--- src/sv/slidr_pkg.sv ---
package slidr_pkg;

  // Number of cells in the chain, one stored value per cell.
  localparam int CAPACITY = 16;
  localparam int CNT_W    = $clog2(CAPACITY + 1);
  localparam int VAL_W    = 32;
  localparam int OP_W     = 2;
  localparam int POS_W    = 4;
  localparam int OCNT_W   = 5;

  localparam logic [OP_W-1:0] OP_INSERT = 2'd0;
  localparam logic [OP_W-1:0] OP_DELETE = 2'd1;
  localparam logic [OP_W-1:0] OP_READ   = 2'd2;

  // Broadcast from the top level to every cell.
  typedef struct packed {
    logic             ins;
    logic             del;
    logic [VAL_W-1:0] value;
  } cell_ctrl_t;

  // What one cell shows its neighbors.
  typedef struct packed {
    logic             vld;
    logic             after;
    logic [VAL_W-1:0] val;
  } cell_link_t;

endpackage

--- src/sv/slidr_cell.sv ---
module slidr_cell (
  input  logic                   clk_i,
  input  logic                   rst_ni,
  input  slidr_pkg::cell_ctrl_t  ctrl_i,
  input  slidr_pkg::cell_link_t  left_i,
  input  slidr_pkg::cell_link_t  right_i,
  input  logic                   del_here_i,
  output slidr_pkg::cell_link_t  link_o
);

  logic [slidr_pkg::VAL_W-1:0] val_q, val_d;
  logic                        vld_q, vld_d;
  logic                        after;

  // The new value belongs at or ahead of this cell when the cell is empty
  // or holds a strictly greater value.
  assign after = !vld_q || ($signed(val_q) > $signed(ctrl_i.value));

  always_comb begin
    val_d = val_q;
    vld_d = vld_q;
    if (ctrl_i.ins) begin
      if (left_i.after) begin
        val_d = left_i.val;
        vld_d = left_i.vld;
      end else if (after) begin
        val_d = ctrl_i.value;
        vld_d = 1'b1;
      end
    end else if (ctrl_i.del && del_here_i) begin
      val_d = right_i.val;
      vld_d = right_i.vld;
    end
  end

  always_ff @(posedge clk_i) begin
    val_q <= val_d;
  end

  always_ff @(posedge clk_i or negedge rst_ni) begin
    if (!rst_ni) begin
      vld_q <= 1'b0;
    end else begin
      vld_q <= vld_d;
    end
  end

  assign link_o.vld   = vld_q;
  assign link_o.after = after;
  assign link_o.val   = val_q;

endmodule

--- src/sv/sorted_list_insert_delete_read.sv ---
// Channel  Direction  Handshake                  Payload
// in       input      in_valid_i / in_stall_o    opcode_i, value_i, position_i
// out      output     out_valid_o / out_stall_i  read_value_o, ok_o, count_o
//
// One beat is taken per cycle unless the input stalls; its result appears in
// the output register on the next cycle. The rate is set by the cell chain,
// where every cell compares and shifts in parallel.
// Reset (rst_ni low) empties the store and drops any pending result.
// The input stalls only while a result waits and the output is stalled.
module sorted_list_insert_delete_read (
  input  logic                          clk_i,
  input  logic                          rst_ni,
  input  logic                          in_valid_i,
  output logic                          in_stall_o,
  input  logic [slidr_pkg::OP_W-1:0]    opcode_i,
  input  logic signed [slidr_pkg::VAL_W-1:0] value_i,
  input  logic [slidr_pkg::POS_W-1:0]   position_i,
  output logic                          out_valid_o,
  input  logic                          out_stall_i,
  output logic signed [slidr_pkg::VAL_W-1:0] read_value_o,
  output logic                          ok_o,
  output logic [slidr_pkg::OCNT_W-1:0]  count_o
);

  localparam int N = slidr_pkg::CAPACITY;

  slidr_pkg::cell_link_t links [N];
  slidr_pkg::cell_link_t left  [N];
  slidr_pkg::cell_link_t right [N];
  logic [N-1:0]          del_here;
  slidr_pkg::cell_ctrl_t ctrl;

  logic [slidr_pkg::CNT_W-1:0] count_q, count_d;
  logic                        in_acc;
  logic                        full;
  logic                        hit;
  logic [slidr_pkg::VAL_W-1:0] hit_val;
  logic                        ok;
  logic [slidr_pkg::VAL_W-1:0] rd;

  logic                        out_valid_q, out_valid_d;
  logic [slidr_pkg::VAL_W-1:0] read_value_q;
  logic                        ok_q;
  logic [slidr_pkg::OCNT_W-1:0] count_out_q;

  assign in_stall_o = out_valid_q && out_stall_i;
  assign in_acc     = in_valid_i && !in_stall_o;
  assign full       = (count_q == slidr_pkg::CNT_W'(N));

  // Read lookup: only a valid cell at the requested position answers, which
  // also tells whether the position lies below the count.
  always_comb begin
    hit     = 1'b0;
    hit_val = '0;
    for (int i = 0; i < N; i++) begin
      if (links[i].vld && (32'(position_i) == i)) begin
        hit     = 1'b1;
        hit_val = hit_val | links[i].val;
      end
    end
  end

  always_comb begin
    ok = 1'b0;
    rd = '0;
    case (opcode_i)
      slidr_pkg::OP_INSERT: ok = !full;
      slidr_pkg::OP_DELETE: ok = hit;
      slidr_pkg::OP_READ: begin
        ok = hit;
        rd = hit_val;
      end
      default: ok = 1'b0;
    endcase
  end

  assign ctrl.ins   = in_acc && (opcode_i == slidr_pkg::OP_INSERT) && ok;
  assign ctrl.del   = in_acc && (opcode_i == slidr_pkg::OP_DELETE) && ok;
  assign ctrl.value = value_i;

  always_comb begin
    count_d = count_q;
    if (ctrl.ins) begin
      count_d = count_q + 1'b1;
    end else if (ctrl.del) begin
      count_d = count_q - 1'b1;
    end
  end

  // The chain: each cell sees its left and right neighbors. The end cells
  // see an empty, never-after neighbor so that nothing shifts in from
  // outside the chain.
  for (genvar i = 0; i < N; i++) begin : g_cell
    if (i == 0) begin : g_first
      assign left[i] = '0;
    end else begin : g_mid_l
      assign left[i] = links[i-1];
    end
    if (i == N - 1) begin : g_last
      assign right[i] = '0;
    end else begin : g_mid_r
      assign right[i] = links[i+1];
    end
    assign del_here[i] = (32'(position_i) <= i);

    slidr_cell u_cell (
      .clk_i      (clk_i),
      .rst_ni     (rst_ni),
      .ctrl_i     (ctrl),
      .left_i     (left[i]),
      .right_i    (right[i]),
      .del_here_i (del_here[i]),
      .link_o     (links[i])
    );
  end

  always_comb begin
    out_valid_d = out_valid_q;
    if (in_acc) begin
      out_valid_d = 1'b1;
    end else if (!out_stall_i) begin
      out_valid_d = 1'b0;
    end
  end

  always_ff @(posedge clk_i or negedge rst_ni) begin
    if (!rst_ni) begin
      count_q     <= '0;
      out_valid_q <= 1'b0;
    end else begin
      count_q     <= count_d;
      out_valid_q <= out_valid_d;
    end
  end

  // Result payload; it only loads on an accepted beat, so it holds while
  // the output is stalled.
  always_ff @(posedge clk_i) begin
    if (in_acc) begin
      read_value_q <= rd;
      ok_q         <= ok;
      count_out_q  <= slidr_pkg::OCNT_W'(count_d);
    end
  end

  assign out_valid_o  = out_valid_q;
  assign read_value_o = read_value_q;
  assign ok_o         = ok_q;
  assign count_o      = count_out_q;

endmodule

--- config.mk ---
export PLATFORM = sky130hd
export DESIGN_NAME = sorted_list_insert_delete_read
export DESIGN_NICKNAME = d
export VERILOG_FILES = /design/src/sv/slidr_pkg.sv /design/src/sv/slidr_cell.sv /design/src/sv/sorted_list_insert_delete_read.sv
export SDC_FILE = /design/constraint.sdc
export NUM_CORES = 2
export LEC_CHECK = 0
export ABC_AREA = 1
export ABC_CLOCK_PERIOD_IN_PS = 5500
export BUFFER_PORTS_ARGS = -buffer_cell sky130_fd_sc_hd__buf_2
export CAP_MARGIN = 15
export CORE_MARGIN = 8
export CORE_UTILIZATION = 55
export DETAILED_ROUTE_END_ITERATION = 8
export PLACE_DENSITY_LB_ADDON = 0.2
export SYNTH_ARGS = -nofsm -noshare
export SYNTH_HDL_FRONTEND = slang
export SYNTH_HIERARCHICAL = 1
export SYNTH_SLANG_ARGS = --single-unit
--- constraint.sdc ---
create_clock -name clk_i -period 5.5 [get_ports clk_i]
set_clock_uncertainty 0.1 [all_clocks]
set_input_delay 1.1 -clock clk_i [delete_from_list [all_inputs] [get_ports clk_i]]
set_output_delay 1.1 -clock clk_i [all_outputs]
set_load 0.01 [all_outputs]
# Word-level counts from Yosys, hierarchy flattened

Index checks and enable logic that the tools add are counted.

Output and inout port bits: 40
Logic and storage cells: 389
Flip-flop bits (word level): 572

Multiplexer cells: 163
Equal/unequal tests: 35
Bitwise logic cells: 15
Add/sub/neg operators: 2
Reduce and logical (&&, ||, !) cells: 106
$lt $le $gt $ge: 31

Operators by type and width:

| cell                                                                              | number |
|---|---|
| 32-bit 2-to-1 mux                                                                 | 79 |
| 32-bit > comparator                                                               | 16 |
| 32-bit bitwise OR                                                                 | 15 |
| 1-bit 2-to-1 mux                                                                  | 81 |
| 3-bit by 1-bit inequality test with 1-bit output (second input constant)          | 15 |
| 1-bit logical AND                                                                 | 37 |
| 4-bit equality test (second input constant)                                       | 8 |
| 2-bit AND reduction                                                               | 16 |
| 2-bit nonzero test                                                                | 16 |
| 4-bit less-or-equal comparator (second input constant)                            | 7 |
| 1-bit logical NOT                                                                 | 18 |
| 4-bit by 3-bit equality test with 1-bit output (second input constant)            | 4 |
| 4-bit by 3-bit less-or-equal comparator with 1-bit output (second input constant) | 4 |
| 1-bit logical OR                                                                  | 16 |
| 5-bit 2-to-1 mux                                                                  | 2 |
| 4-bit by 2-bit equality test with 1-bit output (second input constant)            | 2 |
| 4-bit by 1-bit less-or-equal comparator with 1-bit output (second input constant) | 2 |
| 4-bit by 2-bit less-or-equal comparator with 1-bit output (second input constant) | 2 |
| 5-bit by 1-bit adder with 5-bit output (second input constant)                    | 1 |
| 5-bit equality test (second input constant)                                       | 1 |
| 5-bit by 1-bit subtractor with 5-bit output (second input constant)               | 1 |
| 4-bit by 1-bit equality test with 1-bit output (second input constant)            | 1 |
| 4-bit logical NOT                                                                 | 1 |
| 2-bit by 1-bit inequality test with 1-bit output (second input constant)          | 2 |
| 5 further kinds                                                                   | 5 |

# Depth between registers and ports, before layout

Depth in word-level cells: 33
Depth in mapped cells: 23
Gate-level depth less buffers: 22

# By module

Netlist, hierarchy kept.

Modules (own cells, without submodules):

| module                         | area an instance (µm²) | instances | cells an instance | sequential area each (µm²) |
|---|---|---|---|---|
| slidr_cell                     | 2483.6                 | 16        | 304               | 985.9 |
| sorted_list_insert_delete_read | 5422.7                 | 1         | 888               | 1291.2 |

# Least setup slack after synthesis

OpenSTA, ideal clock, no wires.

Path type: input -> register
Start: input out_stall_i
End: register g_cell[0].u_cell/val_q[0] (netlist name) (enable)
Stages: 9
Arrival: 5.039 ns
Path slack: -0.026 ns
Setup time: 0.387 ns
Cells stage by stage: nand2_1 -> inv_1 -> nor2_1 -> nand2_1 -> nor2_8 -> inv_2 -> nand2_1 -> nand2_2 -> inv_1

RTL lines:

| item                 | RTL line                             | text |
|---|---|---|
| from (decl)          | sorted_list_insert_delete_read.sv:19 | `input logic out_stall_i,` |
| to (signal assigned) | slidr_cell.sv:37                     | `val_q <= val_d;` |
| to (decl)            | slidr_cell.sv:11                     | `logic [slidr_pkg::VAL_W-1:0] val_q, val_d;` |

==> run metrics <==
commonest non-fill, non-tap cell in the layout=nand2_1; outcome=finished clean; total I/O pin count=82; worst-skew pair later-pin latency=630 ps; maximum fanout along the worst path=38; FMAX=217 MHz; Design Power=10.7 mW; period utilization=83.9%; power per cell area=221 nW/µm²; leakage=22.4 nW; CTS tree=done; DIE AREA=91500 µm²; sw power=3.00 mW; vias in the first global route=40100; DR iter-0 viols=4493; CTS root buf=clkbuf_16; Port Buffers=81; Core Area=81700 µm²; max-cap violations=0; CP endpoint kind=flop; Post-DP HPWL=121000 µm; Mapped Area=45100 µm²; sequential share of power=46.7%; number of nets in the layout=6339; Slew headroom=20.7%; std cell rows=105; Max Root-Sink Buffers=3; Total Routed Length=157000 µm; HP Class=reg2reg; Comb pwr share=12.4%; CTS sink cnt=572; Detail Route Antenna Nets=0; wire per inst=22.7 µm; most frequent cells in the layout=2145 x nand2_1, 702 x inv_1, 550 x edfxtp_1; layout cells sized above 1=8.37%; initial antenna violation count=3; clock-pin slew on the worst setup and hold paths=60 ps; PostCTS Resize Cnt=0; Worst-Margin Slew=1190 ps; drt pass-1 iters=6; Int Power=7.72 mW; largest net degree at the start of global routing=39; H-tree levels=3; Die Y=303 µm; Num CTS Buffers=69; P&R area growth vs syn=7.65%; Congestion Overflow GR=0; Post-CTS Setup Repair Bufs=0; final worst slack=885 ps; Die W=303 µm; Placer Congestion=0.981; worst vdd rail ir drop=0.207 mV; Hold-fix buffers, CTS=0; WS Path Type=in2reg; clock power share=40.8%; final cell count without fillers=6906; RSZ-0062 raised after global routing=false; pins over their slew limit=0; Setup TNS Final=0 ps; GRT Resource Usage Total=33.5%; pre-CTS setup slack=376 ps; minimum clock period after layout=4620 ps; WHS=395 ps; Switching Fraction=28.0%; DRC viols=0; Final Hold Vio Count=0; Avg Inst Size Synth=7.85 µm²; cells after synthesis=5750; placed cells=6778; Finish-stage setup viols=0; Initial Utilization=55.3%; yosys warns=6; Arr. time, crit path=4790 ps; first-pass GRT wire length=236000 µm; DR vias=41600; vias per cell=6.03; CP Launch Type=input port; WP data required=5670 ps
==> state kept, by name (all words and copies together) (netlist names) <==
| name | flops |
|---|---|
| ok_o | 1 |
| g_cell.u_cell/vld_q | 16 |
| g_cell.u_cell/val_q | 512 |
| read_value_o | 32 |
| out_valid_o | 1 |
| count_o | 5 |
| count_q | 5 |
==> metal layers <==
metal,global-route usage [%],up-vias,share of wire [%],routed length [µm]
met3,4.54,484,8.5,13300
met5,0,-,0,0
met1,43.1,19700,39,61700
met2,51.5,2074,44,68500
li1,-,19400,-,-
met4,24.6,0,8.3,13000
==> final cells by class <==
type	instances	area, µm²
inverters	785	2950
diodes	3	7.51
repair buffers	121	781
flip-flops and latches	572	17100
clock inverters	33	203
clock buffers	92	1840
well taps	1070	1340
multi-input cells	4230	24400
fillers	7495	33100
==> critical path, cell delays in order <==
cell and delay [ps]:
buf_2 260, nand2_1 170, nor2_2 160, nand2_2 220, nand2_1 130, inv_1 40, nand2_1 50, nor2_1 30
nand2_1 140, nand2_1 110, nand2_4 120, nand2_4 80, nor2_8 560, inv_2 480, nand2_1 240, nand2_2 80
inv_1 300, buf_4 430
==> through the flow <==
stage	util, %	cell area [µm²]
final	59.5	48600
after global placement	57.0	46500
after global routing	59.5	48600
after CTS	59.5	48600
after floorplan	-	45400
after detailed placement	57.0	46500
==> final timing paths <==
path,from,to,slack [ps],cells after the start
setup / recovery,position_i[3],g_cell[10].u_cell/val_q[25],880,18
max in group asynchronous,rst_ni,count_q[0],4280,1
min in group asynchronous,rst_ni,g_cell[1].u_cell/vld_q,460,1
hold reg to reg,out_valid_o,out_valid_o,400,2
setup reg to reg,g_cell[13].u_cell/vld_q,g_cell[10].u_cell/val_q[25],1180,17
hold / removal,out_valid_o,out_valid_o,400,2
==> power by group through the flow <==
stage	Combinational [mW]	Clock (mW)	Sequential [mW]
global placement	1.25	0	5.10
global route	1.50	4.54	5.02
detailed placement	1.30	0	5.10
floorplan	0.914	0	5.04
CTS	1.31	4.39	5.01
finish	1.33	4.38	5.01
No activity file was read; power rests on OpenSTA's default activity.
